File: src/rtl/quad_attitude_pid_mixer_core_assert.svh
// Assertion macros shared by the attitude controller RTL.
`ifndef QUAD_ATTITUDE_PID_MIXER_CORE_ASSERT_SVH
`define QUAD_ATTITUDE_PID_MIXER_CORE_ASSERT_SVH

// Check a consequence in the same cycle as its trigger.
`define QAPM_ASSERT_NOW(label, ante, cons, msg) \
    label: assert property (@(posedge clk) disable iff (!rst_n) (ante) |-> (cons)) \
        else $error(msg);

// Check a consequence in the cycle after its trigger.
`define QAPM_ASSERT_NEXT(label, ante, cons, msg) \
    label: assert property (@(posedge clk) disable iff (!rst_n) (ante) |=> (cons)) \
        else $error(msg);

`endif

File: src/rtl/qapm_pkg.sv
// Shared types and constants of the attitude PID and motor mixer.
`timescale 1ns / 1ps

package qapm_pkg;

    // Configuration register indexes
    localparam logic [2:0] CFG_KP_PR    = 3'd0;
    localparam logic [2:0] CFG_KI_PR    = 3'd1;
    localparam logic [2:0] CFG_KD_PR    = 3'd2;
    localparam logic [2:0] CFG_KP_YAW   = 3'd3;
    localparam logic [2:0] CFG_KI_YAW   = 3'd4;
    localparam logic [2:0] CFG_KD_YAW   = 3'd5;
    localparam logic [2:0] CFG_FAILSAFE = 3'd6;
    localparam logic [2:0] CFG_INT_LIM  = 3'd7;
    localparam int         CFG_NUM      = 8;
    localparam int         CFG_W        = 16;

    localparam logic [CFG_W-1:0] CFG_RESET [CFG_NUM] = '{
        16'd2048, 16'd0, 16'd410, 16'd1229, 16'd0, 16'd205, 16'd500, 16'd12800
    };

    // Drive status codes
    localparam logic [1:0] STAT_MIXED    = 2'd0;
    localparam logic [1:0] STAT_FAILSAFE = 2'd1;
    localparam logic [1:0] STAT_ZERO_THR = 2'd2;

    // Axis indexes
    localparam logic [1:0] AXIS_PITCH = 2'd0;
    localparam logic [1:0] AXIS_ROLL  = 2'd1;
    localparam logic [1:0] AXIS_YAW   = 2'd2;

    // Serial multiplier: signed multiplicand, unsigned multiplier bits
    localparam int MUL_A_W = 64;
    localparam int MUL_B_W = 20;
    localparam int MUL_CNT_W = 5;

    // Serial divider: dividend magnitude bits, divisor bits
    localparam int DIV_N_W = 48;
    localparam int DIV_D_W = 20;
    localparam int DIV_CNT_W = 6;
    localparam int QUOT_W = 11;

    // Scaling of the fixed-point sum: 2^(gain frac + angle frac)
    localparam int SUM_SHIFT = 12 + 7;

    // Constant multipliers
    localparam logic [MUL_B_W-1:0] K_MS_PER_S = 20'd1000;
    localparam logic [MUL_B_W-1:0] K_MS2      = 20'd1000000;

    // floor(x/100) for x below 2^15 as (x*5243) >> 19
    localparam logic [12:0] BASE_RECIP = 13'd5243;
    localparam int          BASE_SHIFT = 19;

    typedef struct packed {
        logic busy;
        logic done;
    } unit_stat_t;

endpackage

File: src/rtl/qapm_mul.sv
// Bit-serial shift-add multiplier: signed multiplicand, unsigned multiplier.
`timescale 1ns / 1ps

module qapm_mul (
    input  logic                                   clk,
    input  logic                                   rst_n,
    input  logic                                   start,
    input  logic signed [qapm_pkg::MUL_A_W-1:0]    a,
    input  logic        [qapm_pkg::MUL_B_W-1:0]    b,
    output logic signed [qapm_pkg::MUL_A_W-1:0]    prod,
    output qapm_pkg::unit_stat_t                   st
);

    logic                                busy_reg, busy_next;
    logic                                done_reg, done_next;
    logic [qapm_pkg::MUL_CNT_W-1:0]      cnt_reg, cnt_next;
    logic signed [qapm_pkg::MUL_A_W-1:0] a_reg, a_next;
    logic        [qapm_pkg::MUL_B_W-1:0] b_reg, b_next;
    logic signed [qapm_pkg::MUL_A_W-1:0] prod_reg, prod_next;

    // One multiplier bit per cycle
    always_comb
    begin
        busy_next = busy_reg;
        done_next = 1'b0;
        cnt_next  = cnt_reg;
        a_next    = a_reg;
        b_next    = b_reg;
        prod_next = prod_reg;
        if (start && !busy_reg)
        begin
            busy_next = 1'b1;
            cnt_next  = '0;
            a_next    = a;
            b_next    = b;
            prod_next = '0;
        end
        else if (busy_reg)
        begin
            if (b_reg[0])
            begin
                prod_next = prod_reg + a_reg;
            end
            a_next   = a_reg <<< 1;
            b_next   = b_reg >> 1;
            cnt_next = cnt_reg + 1'b1;
            if (cnt_reg == qapm_pkg::MUL_CNT_W'(qapm_pkg::MUL_B_W - 1))
            begin
                busy_next = 1'b0;
                done_next = 1'b1;
            end
        end
    end

    always_ff @(posedge clk or negedge rst_n)
    begin
        if (!rst_n)
        begin
            busy_reg <= 1'b0;
            done_reg <= 1'b0;
            cnt_reg  <= '0;
        end
        else
        begin
            busy_reg <= busy_next;
            done_reg <= done_next;
            cnt_reg  <= cnt_next;
        end
    end

    always_ff @(posedge clk)
    begin
        a_reg    <= a_next;
        b_reg    <= b_next;
        prod_reg <= prod_next;
    end

    assign prod    = prod_reg;
    assign st.busy = busy_reg;
    assign st.done = done_reg;

endmodule

File: src/rtl/qapm_div.sv
// Bit-serial restoring divider giving a saturated floor quotient.
`timescale 1ns / 1ps

module qapm_div (
    input  logic                                  clk,
    input  logic                                  rst_n,
    input  logic                                  start,
    input  logic signed [63:0]                    x,
    input  logic        [qapm_pkg::DIV_D_W-1:0]   d,
    output logic signed [qapm_pkg::QUOT_W-1:0]    quot,
    output qapm_pkg::unit_stat_t                  st
);

    logic                               busy_reg, busy_next;
    logic                               done_reg, done_next;
    logic [qapm_pkg::DIV_CNT_W-1:0]     cnt_reg, cnt_next;
    logic [qapm_pkg::DIV_N_W-1:0]       n_reg, n_next;
    logic [qapm_pkg::DIV_D_W-1:0]       r_reg, r_next;
    logic [qapm_pkg::DIV_D_W-1:0]       d_reg, d_next;
    logic                               neg_reg, neg_next;

    logic [63:0]                        mag;
    logic [qapm_pkg::DIV_D_W:0]         r_sh;
    logic [qapm_pkg::DIV_D_W:0]         r_sub;
    logic                               ge;
    logic                               big;
    logic [9:0]                         qmag;

    // Shift one dividend bit into the remainder per cycle
    always_comb
    begin
        mag       = x[63] ? (64'd0 - x) : x;
        r_sh      = {r_reg, n_reg[qapm_pkg::DIV_N_W-1]};
        ge        = (r_sh >= {1'b0, d_reg});
        r_sub     = r_sh - {1'b0, d_reg};
        busy_next = busy_reg;
        done_next = 1'b0;
        cnt_next  = cnt_reg;
        n_next    = n_reg;
        r_next    = r_reg;
        d_next    = d_reg;
        neg_next  = neg_reg;
        if (start && !busy_reg)
        begin
            busy_next = 1'b1;
            cnt_next  = '0;
            n_next    = mag[qapm_pkg::DIV_N_W-1:0];
            r_next    = '0;
            d_next    = d;
            neg_next  = x[63];
        end
        else if (busy_reg)
        begin
            r_next   = ge ? r_sub[qapm_pkg::DIV_D_W-1:0] : r_sh[qapm_pkg::DIV_D_W-1:0];
            n_next   = {n_reg[qapm_pkg::DIV_N_W-2:0], ge};
            cnt_next = cnt_reg + 1'b1;
            if (cnt_reg == qapm_pkg::DIV_CNT_W'(qapm_pkg::DIV_N_W - 1))
            begin
                busy_next = 1'b0;
                done_next = 1'b1;
            end
        end
    end

    // Round toward minus infinity and saturate to the useful range
    always_comb
    begin
        big = |n_reg[qapm_pkg::DIV_N_W-1:9];
        if (neg_reg)
        begin
            qmag = big ? 10'd512 : ({1'b0, n_reg[8:0]} + {9'd0, (r_reg != '0)});
            quot = $signed(11'd0 - {1'b0, qmag});
        end
        else
        begin
            qmag = big ? 10'd511 : {1'b0, n_reg[8:0]};
            quot = $signed({1'b0, qmag});
        end
    end

    always_ff @(posedge clk or negedge rst_n)
    begin
        if (!rst_n)
        begin
            busy_reg <= 1'b0;
            done_reg <= 1'b0;
            cnt_reg  <= '0;
        end
        else
        begin
            busy_reg <= busy_next;
            done_reg <= done_next;
            cnt_reg  <= cnt_next;
        end
    end

    always_ff @(posedge clk)
    begin
        n_reg   <= n_next;
        r_reg   <= r_next;
        d_reg   <= d_next;
        neg_reg <= neg_next;
    end

    assign st.busy = busy_reg;
    assign st.done = done_reg;

endmodule

File: src/rtl/quad_attitude_pid_mixer_core.sv
// Top level: three PID loops and an X-frame motor mixer on serial arithmetic.
//
//  channel  | dir | handshake               | contents
//  s_axis   | in  | tvalid/tready           | one control tick
//  m_axis   | out | tvalid/tready           | four motor duties and drive status
//  cfg      | in  | cfg_we                  | gain, failsafe and clamp registers
//
// A tick that drives the motors is accepted, then per axis runs a setup state and 7
// products on the 20-step shift-add multiplier, then 4 quotients on the 48-step divider,
// and finally loads the output. Failsafe and zero-throttle ticks go straight to the output
// load; a tick with no fresh packet is accepted and dropped with no result.
// Input is taken only while idle; a finished result waits in the output register
// while the next tick runs. Reset clears integrals and previous errors at once.
`timescale 1ns / 1ps
`include "quad_attitude_pid_mixer_core_assert.svh"

module quad_attitude_pid_mixer_core (
    input  logic           clk,
    input  logic           rst_n,
    input  logic           s_axis_tvalid,
    output logic           s_axis_tready,
    // ms_since_packet[15:0], tick_ms[25:16], throttle_pct[32:26],
    // set_pitch[48:33], set_roll[64:49], set_yaw[80:65], meas_pitch[96:81],
    // meas_roll[112:97], meas_yaw[128:113], zeros[135:129]
    input  logic [135:0]   s_axis_tdata,
    // packet_fresh[0]
    input  logic [0:0]     s_axis_tuser,
    output logic           m_axis_tvalid,
    input  logic           m_axis_tready,
    // motor_front_left[7:0], motor_front_right[15:8], motor_rear_left[23:16],
    // motor_rear_right[31:24]
    output logic [31:0]    m_axis_tdata,
    // drive_status[1:0]
    output logic [1:0]     m_axis_tuser,
    input  logic           cfg_we,
    input  logic [2:0]     cfg_index,
    input  logic [15:0]    cfg_wdata
);

    localparam logic [3:0] S_IDLE = 4'd0;
    localparam logic [3:0] S_E    = 4'd1;
    localparam logic [3:0] S_M_ED = 4'd2;
    localparam logic [3:0] S_M_T1 = 4'd3;
    localparam logic [3:0] S_M_P  = 4'd4;
    localparam logic [3:0] S_M_T2 = 4'd5;
    localparam logic [3:0] S_M_I  = 4'd6;
    localparam logic [3:0] S_M_T3 = 4'd7;
    localparam logic [3:0] S_M_D  = 4'd8;
    localparam logic [3:0] S_MIX  = 4'd9;
    localparam logic [3:0] S_DIV  = 4'd10;
    localparam logic [3:0] S_OUT  = 4'd11;

    // Control state
    logic [3:0]          state_reg, state_next;
    logic [1:0]          axis_reg, axis_next;
    logic [1:0]          mot_reg, mot_next;
    logic                out_valid_reg, out_valid_next;
    logic [15:0]         cfg_reg [qapm_pkg::CFG_NUM];
    logic [15:0]         cfg_next [qapm_pkg::CFG_NUM];
    logic signed [31:0]  integ_reg [3];
    logic signed [31:0]  integ_next [3];
    logic signed [16:0]  prev_reg [3];
    logic signed [16:0]  prev_next [3];

    // Payload
    logic signed [15:0]  set_reg [3];
    logic signed [15:0]  set_next [3];
    logic signed [15:0]  meas_reg [3];
    logic signed [15:0]  meas_next [3];
    logic [9:0]          dt_reg, dt_next;
    logic [19:0]         dms_reg, dms_next;
    logic [8:0]          base_reg, base_next;
    logic signed [16:0]  e_reg, e_next;
    logic signed [17:0]  de_reg, de_next;
    logic signed [31:0]  acc_reg, acc_next;
    logic signed [63:0]  sum_reg, sum_next;
    logic signed [63:0]  axo_reg [3];
    logic signed [63:0]  axo_next [3];
    logic [7:0]          res_reg [4];
    logic [7:0]          res_next [4];
    logic [1:0]          stat_reg, stat_next;
    logic [31:0]         out_data_reg, out_data_next;
    logic [1:0]          out_user_reg, out_user_next;

    // Unit hookup
    logic                mul_start;
    logic signed [63:0]  mul_a;
    logic [19:0]         mul_b;
    logic signed [63:0]  mul_prod;
    qapm_pkg::unit_stat_t mul_st;
    logic                div_start;
    logic signed [63:0]  div_x;
    logic signed [10:0]  div_quot;
    qapm_pkg::unit_stat_t div_st;

    logic                s_accept;
    logic                failsafe_hit;

    qapm_mul u_mul (
        .clk   (clk),
        .rst_n (rst_n),
        .start (mul_start),
        .a     (mul_a),
        .b     (mul_b),
        .prod  (mul_prod),
        .st    (mul_st)
    );

    qapm_div u_div (
        .clk   (clk),
        .rst_n (rst_n),
        .start (div_start),
        .x     (div_x),
        .d     (dms_reg),
        .quot  (div_quot),
        .st    (div_st)
    );

    assign s_axis_tready = (state_reg == S_IDLE);
    assign s_accept      = s_axis_tvalid && s_axis_tready;
    assign failsafe_hit  = (s_axis_tdata[15:0] > cfg_reg[qapm_pkg::CFG_FAILSAFE]);

    // Sequence the three loops and the four motor quotients
    always_comb
    begin
        logic [9:0]          tick;
        logic [6:0]          thr;
        logic [14:0]         thr255;
        logic [27:0]         bprod;
        logic [25:0]         lim;
        logic signed [33:0]  lim_s;
        logic signed [33:0]  accsum;
        logic signed [31:0]  acc_c;
        logic signed [16:0]  e_c;
        logic [15:0]         kp;
        logic [15:0]         ki;
        logic [15:0]         kd;
        logic signed [63:0]  mix;
        logic signed [11:0]  v;

        tick   = s_axis_tdata[25:16];
        thr    = s_axis_tdata[32:26];
        thr255 = {thr, 8'd0} - {8'd0, thr};
        bprod  = {13'd0, thr255} * {15'd0, qapm_pkg::BASE_RECIP};
        lim    = {cfg_reg[qapm_pkg::CFG_INT_LIM], 10'd0}
               - {6'd0, cfg_reg[qapm_pkg::CFG_INT_LIM], 4'd0}
               - {7'd0, cfg_reg[qapm_pkg::CFG_INT_LIM], 3'd0};
        lim_s  = $signed({8'd0, lim});
        accsum = $signed({{2{integ_reg[axis_reg][31]}}, integ_reg[axis_reg]})
               + $signed(mul_prod[33:0]);
        if (accsum > lim_s)
        begin
            acc_c = lim_s[31:0];
        end
        else if (accsum < -lim_s)
        begin
            acc_c = 32'(-lim_s);
        end
        else
        begin
            acc_c = accsum[31:0];
        end
        e_c = $signed({set_reg[axis_reg][15], set_reg[axis_reg]})
            - $signed({meas_reg[axis_reg][15], meas_reg[axis_reg]});
        kp  = (axis_reg == qapm_pkg::AXIS_YAW) ? cfg_reg[qapm_pkg::CFG_KP_YAW]
                                               : cfg_reg[qapm_pkg::CFG_KP_PR];
        ki  = (axis_reg == qapm_pkg::AXIS_YAW) ? cfg_reg[qapm_pkg::CFG_KI_YAW]
                                               : cfg_reg[qapm_pkg::CFG_KI_PR];
        kd  = (axis_reg == qapm_pkg::AXIS_YAW) ? cfg_reg[qapm_pkg::CFG_KD_YAW]
                                               : cfg_reg[qapm_pkg::CFG_KD_PR];
        unique case (mot_reg)
            2'd0:    mix = axo_reg[0] - axo_reg[1] - axo_reg[2];
            2'd1:    mix = axo_reg[0] + axo_reg[1] + axo_reg[2];
            2'd2:    mix = axo_reg[2] - axo_reg[0] - axo_reg[1];
            default: mix = axo_reg[1] - axo_reg[0] - axo_reg[2];
        endcase
        v = $signed({3'd0, base_reg}) + $signed({div_quot[10], div_quot});

        state_next     = state_reg;
        axis_next      = axis_reg;
        mot_next       = mot_reg;
        out_valid_next = out_valid_reg;
        cfg_next       = cfg_reg;
        integ_next     = integ_reg;
        prev_next      = prev_reg;
        set_next       = set_reg;
        meas_next      = meas_reg;
        dt_next        = dt_reg;
        dms_next       = dms_reg;
        base_next      = base_reg;
        e_next         = e_reg;
        de_next        = de_reg;
        acc_next       = acc_reg;
        sum_next       = sum_reg;
        axo_next       = axo_reg;
        res_next       = res_reg;
        stat_next      = stat_reg;
        out_data_next  = out_data_reg;
        out_user_next  = out_user_reg;
        mul_start      = 1'b0;
        mul_a          = '0;
        mul_b          = '0;
        div_start      = 1'b0;
        div_x          = '0;

        // Write a configuration register
        if (cfg_we)
        begin
            cfg_next[cfg_index] = cfg_wdata;
        end

        // Drop the output once taken
        if (out_valid_reg && m_axis_tready)
        begin
            out_valid_next = 1'b0;
        end

        unique case (state_reg)
            S_IDLE:
            begin
                if (s_accept)
                begin
                    dt_next      = (tick == 10'd0) ? 10'd1 : tick;
                    dms_next     = {dt_next, 10'd0} - {6'd0, dt_next, 4'd0}
                                 - {7'd0, dt_next, 3'd0};
                    base_next    = bprod[qapm_pkg::BASE_SHIFT +: 9];
                    set_next[0]  = s_axis_tdata[48:33];
                    set_next[1]  = s_axis_tdata[64:49];
                    set_next[2]  = s_axis_tdata[80:65];
                    meas_next[0] = s_axis_tdata[96:81];
                    meas_next[1] = s_axis_tdata[112:97];
                    meas_next[2] = s_axis_tdata[128:113];
                    res_next     = '{default: 8'd0};
                    if (failsafe_hit)
                    begin
                        stat_next  = qapm_pkg::STAT_FAILSAFE;
                        integ_next = '{default: 32'sd0};
                        state_next = S_OUT;
                    end
                    else if (s_axis_tuser[0] && (thr == 7'd0))
                    begin
                        stat_next  = qapm_pkg::STAT_ZERO_THR;
                        integ_next = '{default: 32'sd0};
                        state_next = S_OUT;
                    end
                    else if (s_axis_tuser[0])
                    begin
                        stat_next  = qapm_pkg::STAT_MIXED;
                        axis_next  = qapm_pkg::AXIS_PITCH;
                        state_next = S_E;
                    end
                end
            end
            S_E:
            begin
                e_next     = e_c;
                de_next    = $signed({e_c[16], e_c})
                           - $signed({prev_reg[axis_reg][16], prev_reg[axis_reg]});
                sum_next   = '0;
                mul_start  = 1'b1;
                mul_a      = {{47{e_c[16]}}, e_c};
                mul_b      = {10'd0, dt_reg};
                state_next = S_M_ED;
            end
            S_M_ED:
            begin
                if (mul_st.done)
                begin
                    integ_next[axis_reg] = acc_c;
                    prev_next[axis_reg]  = e_reg;
                    acc_next             = acc_c;
                    mul_start            = 1'b1;
                    mul_a                = mul_prod;
                    mul_b                = qapm_pkg::K_MS_PER_S;
                    state_next           = S_M_T1;
                end
            end
            S_M_T1:
            begin
                if (mul_st.done)
                begin
                    mul_start  = 1'b1;
                    mul_a      = mul_prod;
                    mul_b      = {4'd0, kp};
                    state_next = S_M_P;
                end
            end
            S_M_P:
            begin
                if (mul_st.done)
                begin
                    sum_next   = sum_reg + mul_prod;
                    mul_start  = 1'b1;
                    mul_a      = {{32{acc_reg[31]}}, acc_reg};
                    mul_b      = {10'd0, dt_reg};
                    state_next = S_M_T2;
                end
            end
            S_M_T2:
            begin
                if (mul_st.done)
                begin
                    mul_start  = 1'b1;
                    mul_a      = mul_prod;
                    mul_b      = {4'd0, ki};
                    state_next = S_M_I;
                end
            end
            S_M_I:
            begin
                if (mul_st.done)
                begin
                    sum_next   = sum_reg + mul_prod;
                    mul_start  = 1'b1;
                    mul_a      = {{46{de_reg[17]}}, de_reg};
                    mul_b      = {4'd0, kd};
                    state_next = S_M_T3;
                end
            end
            S_M_T3:
            begin
                if (mul_st.done)
                begin
                    mul_start  = 1'b1;
                    mul_a      = mul_prod;
                    mul_b      = qapm_pkg::K_MS2;
                    state_next = S_M_D;
                end
            end
            S_M_D:
            begin
                if (mul_st.done)
                begin
                    axo_next[axis_reg] = sum_reg + mul_prod;
                    if (axis_reg == qapm_pkg::AXIS_YAW)
                    begin
                        mot_next   = 2'd0;
                        state_next = S_MIX;
                    end
                    else
                    begin
                        axis_next  = axis_reg + 2'd1;
                        state_next = S_E;
                    end
                end
            end
            S_MIX:
            begin
                div_start  = 1'b1;
                div_x      = mix >>> qapm_pkg::SUM_SHIFT;
                state_next = S_DIV;
            end
            S_DIV:
            begin
                if (div_st.done)
                begin
                    if (v < 12'sd0)
                    begin
                        res_next[mot_reg] = 8'd0;
                    end
                    else if (v > 12'sd255)
                    begin
                        res_next[mot_reg] = 8'd255;
                    end
                    else
                    begin
                        res_next[mot_reg] = v[7:0];
                    end
                    if (mot_reg == 2'd3)
                    begin
                        state_next = S_OUT;
                    end
                    else
                    begin
                        mot_next   = mot_reg + 2'd1;
                        state_next = S_MIX;
                    end
                end
            end
            S_OUT:
            begin
                // Hold until the output register is free
                if (!out_valid_reg || m_axis_tready)
                begin
                    out_data_next  = {res_reg[3], res_reg[2], res_reg[1], res_reg[0]};
                    out_user_next  = stat_reg;
                    out_valid_next = 1'b1;
                    state_next     = S_IDLE;
                end
            end
            default:
            begin
                state_next = S_IDLE;
            end
        endcase
    end

    always_ff @(posedge clk or negedge rst_n)
    begin
        if (!rst_n)
        begin
            state_reg     <= S_IDLE;
            axis_reg      <= qapm_pkg::AXIS_PITCH;
            mot_reg       <= 2'd0;
            out_valid_reg <= 1'b0;
            cfg_reg       <= qapm_pkg::CFG_RESET;
            integ_reg     <= '{default: 32'sd0};
            prev_reg      <= '{default: 17'sd0};
        end
        else
        begin
            state_reg     <= state_next;
            axis_reg      <= axis_next;
            mot_reg       <= mot_next;
            out_valid_reg <= out_valid_next;
            cfg_reg       <= cfg_next;
            integ_reg     <= integ_next;
            prev_reg      <= prev_next;
        end
    end

    always_ff @(posedge clk)
    begin
        set_reg      <= set_next;
        meas_reg     <= meas_next;
        dt_reg       <= dt_next;
        dms_reg      <= dms_next;
        base_reg     <= base_next;
        e_reg        <= e_next;
        de_reg       <= de_next;
        acc_reg      <= acc_next;
        sum_reg      <= sum_next;
        axo_reg      <= axo_next;
        res_reg      <= res_next;
        stat_reg     <= stat_next;
        out_data_reg <= out_data_next;
        out_user_reg <= out_user_next;
    end

    assign m_axis_tvalid = out_valid_reg;
    assign m_axis_tdata  = out_data_reg;
    assign m_axis_tuser  = out_user_reg;

    `QAPM_ASSERT_NOW(a_mul_start_idle, mul_start, !mul_st.busy,
        "multiplier started while busy")
    `QAPM_ASSERT_NOW(a_div_start_idle, div_start, !div_st.busy,
        "divider started while busy")
    `QAPM_ASSERT_NOW(a_off_motors_zero,
        m_axis_tvalid && (m_axis_tuser != qapm_pkg::STAT_MIXED),
        m_axis_tdata == 32'd0, "motors not off with drive off")
    `QAPM_ASSERT_NEXT(a_failsafe_clears, s_accept && failsafe_hit,
        (state_reg == S_OUT) && (integ_reg[0] == 32'sd0) && (integ_reg[2] == 32'sd0),
        "failsafe did not clear")
    `QAPM_ASSERT_NOW(a_axis_range, state_reg != S_IDLE,
        axis_reg <= qapm_pkg::AXIS_YAW, "axis index out of range")

endmodule

File: config.mk
export PLATFORM = sky130hd
export DESIGN_NAME = quad_attitude_pid_mixer_core
export DESIGN_NICKNAME = d
export VERILOG_FILES = /design/src/rtl/qapm_pkg.sv /design/src/rtl/qapm_mul.sv /design/src/rtl/qapm_div.sv /design/src/rtl/quad_attitude_pid_mixer_core.sv
export VERILOG_INCLUDE_DIRS = /design/src /design/src/rtl
export SDC_FILE = /design/constraint.sdc
export NUM_CORES = 2
export LEC_CHECK = 0
export BUFFER_PORTS_ARGS = -buffer_cell sky130_fd_sc_hd__buf_4
export CAP_MARGIN = 20
export CORE_UTILIZATION = 55
export CTS_CLUSTER_DIAMETER = 40
export DETAILED_ROUTE_END_ITERATION = 7
export PLACE_DENSITY = 0.71
export SLEW_MARGIN = 30
export SYNTH_ARGS = -nofsm -noshare
export SYNTH_HDL_FRONTEND = slang
export SYNTH_SLANG_ARGS = --single-unit
File: constraint.sdc
create_clock -name clk -period 19.91 [get_ports clk]
set_input_delay 1.991 -clock clk [delete_from_list [all_inputs] [get_ports clk]]
set_output_delay 1.991 -clock clk [all_outputs]
set_load 0.02 [all_outputs]
---- Word-level counts from Yosys, hierarchy flattened ----
Index checks and enable logic that the tools add are counted.
storage, ports and cells
  flip-flop bits (word level) ............. 1062
operators by class
  add/sub/neg operators ................... 28
  multipliers ............................. 1
  multiplexer cells ....................... 120
  bitwise gates (word level) .............. 6
  $lt $le $gt $ge ......................... 12
  equal/unequal tests ..................... 36
  reductions and logical operators ........ 41
operators with widths
  kind                                        number
  64-bit two-way mux                          8
  96-bit two-way mux                          4
  64-bit subtractor                           6
  32-bit two-way mux                          9
  64-bit adder                                4
  64-bit case mux with 4 select lines         1
  192-bit bitwise mux                         1
  64-bit case mux with 3 select lines         1
  96-bit case mux with 2 select lines         1
  16-bit two-way mux                          11
  48-bit two-way mux                          3
  20-bit case mux with 7 select lines         1
  128-bit bitwise mux                         1
  64-bit demux with 2-bit select              1
  64-bit case mux with 2 select lines         1
  96-bit bitwise mux                          1
  20-bit two-way mux                          4
  16-bit binary-select mux with 2-bit select  2
  32-bit binary-select mux with 2-bit select  1
  32-bit demux with 2-bit select              1
  32-bit case mux with 2 select lines         1
  4-bit two-way mux                           14
  51-bit bitwise mux                          1
  17-bit two-way mux                          3
  other kinds (81)                            163

---- Logic depth before layout (Yosys ltp) ----
  depth in word-level cells ............... 11
  mapped depth ............................ 36
  mapped depth without buffers ............ 33

---- By module ----
From an unflattened synthesis, not the netlist that was laid out.
second synthesis, totals
  cells, all modules ...................... 8056
  area, all modules ....................... 79820.3 um^2
modules (own cells, without submodules)
  module                        seq. area each (um^2)  instances  area each (um^2)  cells each
  quad_attitude_pid_mixer_core  22784.4                1          63835.0           6211
  qapm_mul                      3978.8                 1          9569.2            1157
  qapm_div                      2672.6                 1          6416.2            688

---- Worst setup path before layout ----
No wires, ideal clock.
  path type ............................... input -> register
  start point ............................. input port s_axis_tdata[26]
  end point ............................... register base_reg[8] (data pin)
  slack ................................... 11.820 ns
  arrival time ............................ 7.830 ns
  data required time ...................... 19.650 ns
  stages on the path ...................... 28
  cells stage by stage .................... clkbuf_1 > inv_1 > ha_1 > nand2_1 > nor4_1 > xnor2_1 > inv_1 > fa_1 > inv_1 > ha_1 > inv_1 > fa_1 > fa_1 > inv_1 > fa_1 > ha_1 > a21o_1 > a21o_1 > a21oi_1 > o21ai_0 > a41oi_1 > a2111oi_0 > o21a_1 > o21ai_0 > nor2b_1 > o21bai_1 > a21oi_1 > xnor2_1
between the ends
  cells in the longest elaborated chain, start to end .. 2
RTL lines
  element                                         line                                 source
  from (decl)                                     quad_attitude_pid_mixer_core.sv:25   input logic [135:0] s_axis_tdata,
  15-bit by 7-bit subtractor with 15-bit output   quad_attitude_pid_mixer_core.sv:143  thr255 = {thr, 8'd0} - {8'd0, thr};
  15-bit by 13-bit multiplier with 28-bit output  quad_attitude_pid_mixer_core.sv:144  bprod = {13'd0, thr255} * {15'd0, qapm_pkg::BASE_RECIP};
  to (signal assigned)                            quad_attitude_pid_mixer_core.sv:428  base_reg <= base_next;
  to (decl)                                       quad_attitude_pid_mixer_core.sv:72   logic [8:0] base_reg, base_next;
Every way passes these cells.
A chain may end at the register's enable or synchronous reset.

---- Worst setup path after layout ----
  start point ............................. register axis_reg[0]
  end point ............................... register acc_reg[20] (data pin)
between the ends
  cells in the longest elaborated chain, start to end .. 8
  elaborated cells between the ends (all ways) .. 9
  classes of those cells .................. add/sub: 1; order compare: 2; mux: 5; bitwise: 1
RTL lines
  element                                                     line                                 source
  from (decl)                                                 quad_attitude_pid_mixer_core.sv:55   logic [1:0] axis_reg, axis_next;
  from (signal assigned)                                      quad_attitude_pid_mixer_core.sv:403  axis_reg <= qapm_pkg::AXIS_PITCH;
  from (signal assigned)                                      quad_attitude_pid_mixer_core.sv:413  axis_reg <= axis_next;
  2-bit NOT with 3-bit output (implied by the code) (*)       quad_attitude_pid_mixer_core.sv:149  accsum = $signed({{2{integ_reg[axis_reg][31]}}, integ_reg[axis_reg]})
  32-bit binary-select mux with 2-bit select (*)              quad_attitude_pid_mixer_core.sv:149
  32-bit two-way mux (implied by the code) (*) (2 in series)  quad_attitude_pid_mixer_core.sv:149
  32-bit by 34-bit adder with 34-bit output (*)               quad_attitude_pid_mixer_core.sv:150  + $signed(mul_prod[33:0]);
  34-bit less-than comparator                                 quad_attitude_pid_mixer_core.sv:155  else if (accsum < -lim_s)
  32-bit two-way mux                                          quad_attitude_pid_mixer_core.sv:155
  32-bit two-way mux (*)                                      quad_attitude_pid_mixer_core.sv:151  if (accsum > lim_s)
  to (signal assigned)                                        quad_attitude_pid_mixer_core.sv:431  acc_reg <= acc_next;
  to (decl)                                                   quad_attitude_pid_mixer_core.sv:75   logic signed [31:0] acc_reg, acc_next;
Every way passes the cells marked *; elsewhere a longest branch is shown, timed or not. The select of a mux whose other input is x is not followed.

==> qor_table.md <==
| Result | Value | Unit |
|---|---|---|
| Post-detailed-route wirelength per cell | 22.4 | um |
| Post-synthesis async set-or-reset flop share | 0.284 | - |
| Post-DP HPWL | 179 | mm |
| Layout cell share with drive strength beyond 1 | 0.0994 | - |
| Transition time at the pin with the least slew margin | 1.07 | ns |
| Ratio of total power to cell area | 143 | nW/um^2 |
| Die height | 387 | um |
| Final setup vio count | 0 | - |
| Count of final hold-check violations | 0 | - |
| Final slew viol count | 0 | - |
| Total die area | 150000 | sq um |
| Pin count of the biggest net entering global routing | 90 | - |
| CTS buffer count | 162 | - |
| Capturing element type of the critical path | register | - |
| Start-to-end type of the worst setup path | register to register | - |
| Required time of the worst setup path | 20.40 | ns |
| Die span in x | 387 | um |
| Period utilisation layout | 0.480 | - |
| Clock skew after layout | 0.0689 | ns |
| Post-route core utilization | 0.622 | - |
| TritonCTS clock tree | done | - |
| Critical Path Start Type | register | - |
| Crit path DAT | 10.04 | ns |
| Clock buffer depth | 3 | - |
| Primary flip-flop cell chosen by synthesis mapping | edfxtp_1 | - |
| Count of H-tree levels built during CTS | 4 | - |
| First-pass GRT wire length | 368 | mm |
| Slowest stage cell, crit path | o311ai_0 | - |
| Max-cap check violation count | 0 | - |
| Number of ports placed on the die boundary | 197 | - |
| GRT Residual Overflow | 0 | - |
| YS warnings | 0 | - |
| Overall global routing resource usage | 0.312 | - |
| CTS Root Buffer Type | clkbuf_16 | - |
| Total number of vias | 65900 | - |
| Fraction of synthesized cell area taken by the top area cell type | 0.247 | - |
| FILL cells | 11900 | - |
| Avg Vias per Cell | 6.21 | - |
| Number of enable flip-flop cells after synthesis | 671 | - |
| Worst-path maximum fanout | 48 | - |
| Most frequent CP cell | buf_4 | - |
| Part of the power in registers | 0.267 | - |
| Initial DRC Count | 5325 | - |
| Static power due to leakage | 38.7 | nW |
| Internal power | 7.48 | mW |
| Mean post-synth cell area | 9.64 | sq um |
| Count of distinct cell types in the synthesized netlist | 119 | - |
| Total setup buffers inserted after CTS | 0 | - |
| Post-CTS clock slew at the launch and capture registers of the worst setup and hold paths | 0.06 | ns |
| Std-Cell Rows | 140 | - |
| Clock Latency Late Sink | 0.80 | ns |
| Delay of the slowest cell on the worst path | 0.59 | ns |
| Switching portion of total power | 0.424 | - |
| Detailed-route DRC error count | 0 | - |
| Most frequent standard cell in the layout excluding fill and tap cells | nand2_1 | - |
| Post-cts sizing count | 0 | - |
| Overall routed net length | 237 | mm |
| Total iterations of the first detailed-routing run | 6 | - |
| Number of port buffers | 189 | - |
| Final critical-path required period | 9.55 | ns |
| Post-Synthesis Net Count | 9644 | - |
| Combined area of all synthesized cells | 81500 | sq um |
| Run status | finished, final reports clean | - |
| RSZ-0062 raised after global routing | false | - |
| Remaining max-slew budget at the tightest pin | 0.286 | - |
| Starting density of the core | 0.557 | - |
| Layout overhead on the synthesized area | 11.6 | % |
| Post-route worst hold slack | 0.412 | ns |
| Vias in the first global route | 65200 | - |
| Post-CTS Hold Fix Bufs | 0 | - |
| Sequential cell area fraction in the yosys report | 0.360 | - |
| Max reg flops | 192 | - |
| Post-route ant nets | 0 | - |
| Setup Total Neg Slack | 0 | ns |
| Commonest non-fill, non-tap cells in the layout | 909 x nand2_1, 694 x ha_1, 671 x edfxtp_1 | - |
| Number of clock sinks seen by CTS | 1054 | - |
| Gp weighted congestion | 1.01 | - |
| Placed standard-cell area | 84900 | sq um |
| Combinational power share | 0.500 | - |
| Floorplan core area | 146000 | sq um |
| Flip-flop and latch count after synthesis | 1054 | - |
| Hold crit path type | register to register | - |
| Largest area contributor in the synthesized netlist | edfxtp_1 | - |
| Clock network fraction of design power | 0.234 | - |
| Most area-consuming cells after synthesis | edfxtp_1 25%, ha_1 11%, dfrtp_1 8.4% | - |
| Syn Inst Count | 8450 | - |
| Highest clock rate | 0.105 | GHz |
| Post-route cell area | 90900 | sq um |
| Number of antenna violations at the first check in global routing | 4 | - |
| Switching power summed over all nets | 5.50 | mW |
| VDD IR-drop max | 0.106 | mV |
| Number of nets in the finished design | 9751 | - |
-- worst paths after layout --
path	from	endpoint	slack, ns	cells after the start
setup / recovery	axis_reg[0]	acc_reg[20]	10.36	33
hold / removal	res_reg[15]	m_axis_tdata[23]	0.41	0
setup reg to reg	axis_reg[0]	acc_reg[20]	10.36	33
hold reg to reg	res_reg[15]	m_axis_tdata[23]	0.41	0
max in group asynchronous	rst_n	integ_reg[72]	16.88	3
min in group asynchronous	rst_n	cfg_reg[16]	1.17	1
-- logic make-up after synthesis --
kind of cell,after synthesis,share of synthesized area
buffers and inverters,926,0.0434
flip-flops,1054,0.360
multiplexers,317,0.0412
XOR/XNOR,413,0.0448
AND/OR/NAND/NOR,2381,0.137
AO/OA/AOI/OAI,2323,0.183
adder cells (fa/ha/maj),1036,0.190
-- synthesized netlist by cell type, types with 43 or more instances --
cell and n:
nand2_1 913, ha_1 698, edfxtp_1 671, a21oi_1 659, inv_1 589, o21ai_0 551
nor2_1 535, fa_1 335, clkbuf_1 290, dfrtp_1 273, xnor2_1 257, a21o_1 213
mux2i_1 167, nand3_1 166, xor2_1 152, mux2_2 149, nand4_1 116, and2_1 115
nor3_1 111, nand2b_1 99, o21a_1 94, a31oi_1 92, o21bai_1 88, dfxtp_1 84
and3_1 75, a22o_1 58, nor2b_1 56, a211oi_1 54, o211ai_1 49, o221ai_1 45
a221oi_1 43
-- power groups by stage --
stage	logic (mW)	clock network, mW	registers, mW
2_1_floorplan	4.73	0	3.32
3_3_place_gp	6.18	0	3.47
3_5_place_dp	6.36	0	3.49
4_1_cts	6.43	3.07	3.45
5_1_grt	7.20	3.16	3.50
6_report	6.48	3.03	3.46
-- critical path: cells and delay by family, from the launching register on --
family / cells / cell delay [ns]
AO/OA/AOI/OAI: 17 / 4.62
adder cells (fa/ha/maj): 2 / 0.76
AND/OR/NAND/NOR: 6 / 0.72
XOR/XNOR: 2 / 0.56
buffers and inverters: 6 / 2.21
flip-flops: 1 / 0.33
-- area by class of cell --
type / count / area (sq um) / share of cell area
diodes: 2 / 5.00 / 0.0000550
clock buffers: 180 / 4270 / 0.0469
clock inverters: 123 / 1660 / 0.0182
inverters: 592 / 2230 / 0.0245
multi-input cells: 6470 / 48800 / 0.537
flip-flops and latches: 1054 / 29400 / 0.323
well taps: 1917 / 2400 / 0.0264
repair buffers: 277 / 2190 / 0.0241
-- metrics by stage --
| stage | power (mW) | setup slack, ns | std cells |
|---|---|---|---|
| 2_1_floorplan | 8.05 | 11.82 | 8450 |
| 3_3_place_gp | 9.66 | 10.60 | 10300 |
| 3_5_place_dp | 9.85 | 10.55 | 10300 |
| 4_1_cts | 13.0 | 10.41 | 10600 |
| 5_1_grt | 13.9 | 9.86 | 10600 |
| 6_report | 13.0 | 10.36 | 10600 |
-- per-layer routing --
metal / wire [um] / up-vias / global-route usage
li1: - / 30700 / -
met1: 101000 / 32200 / 0.423
met4: 9520 / 2 / 0.124
met2: 109000 / 2454 / 0.500
met5: 13 / - / 0
met3: 18100 / 456 / 0.0504
No activity file was read; power rests on OpenSTA's default activity.
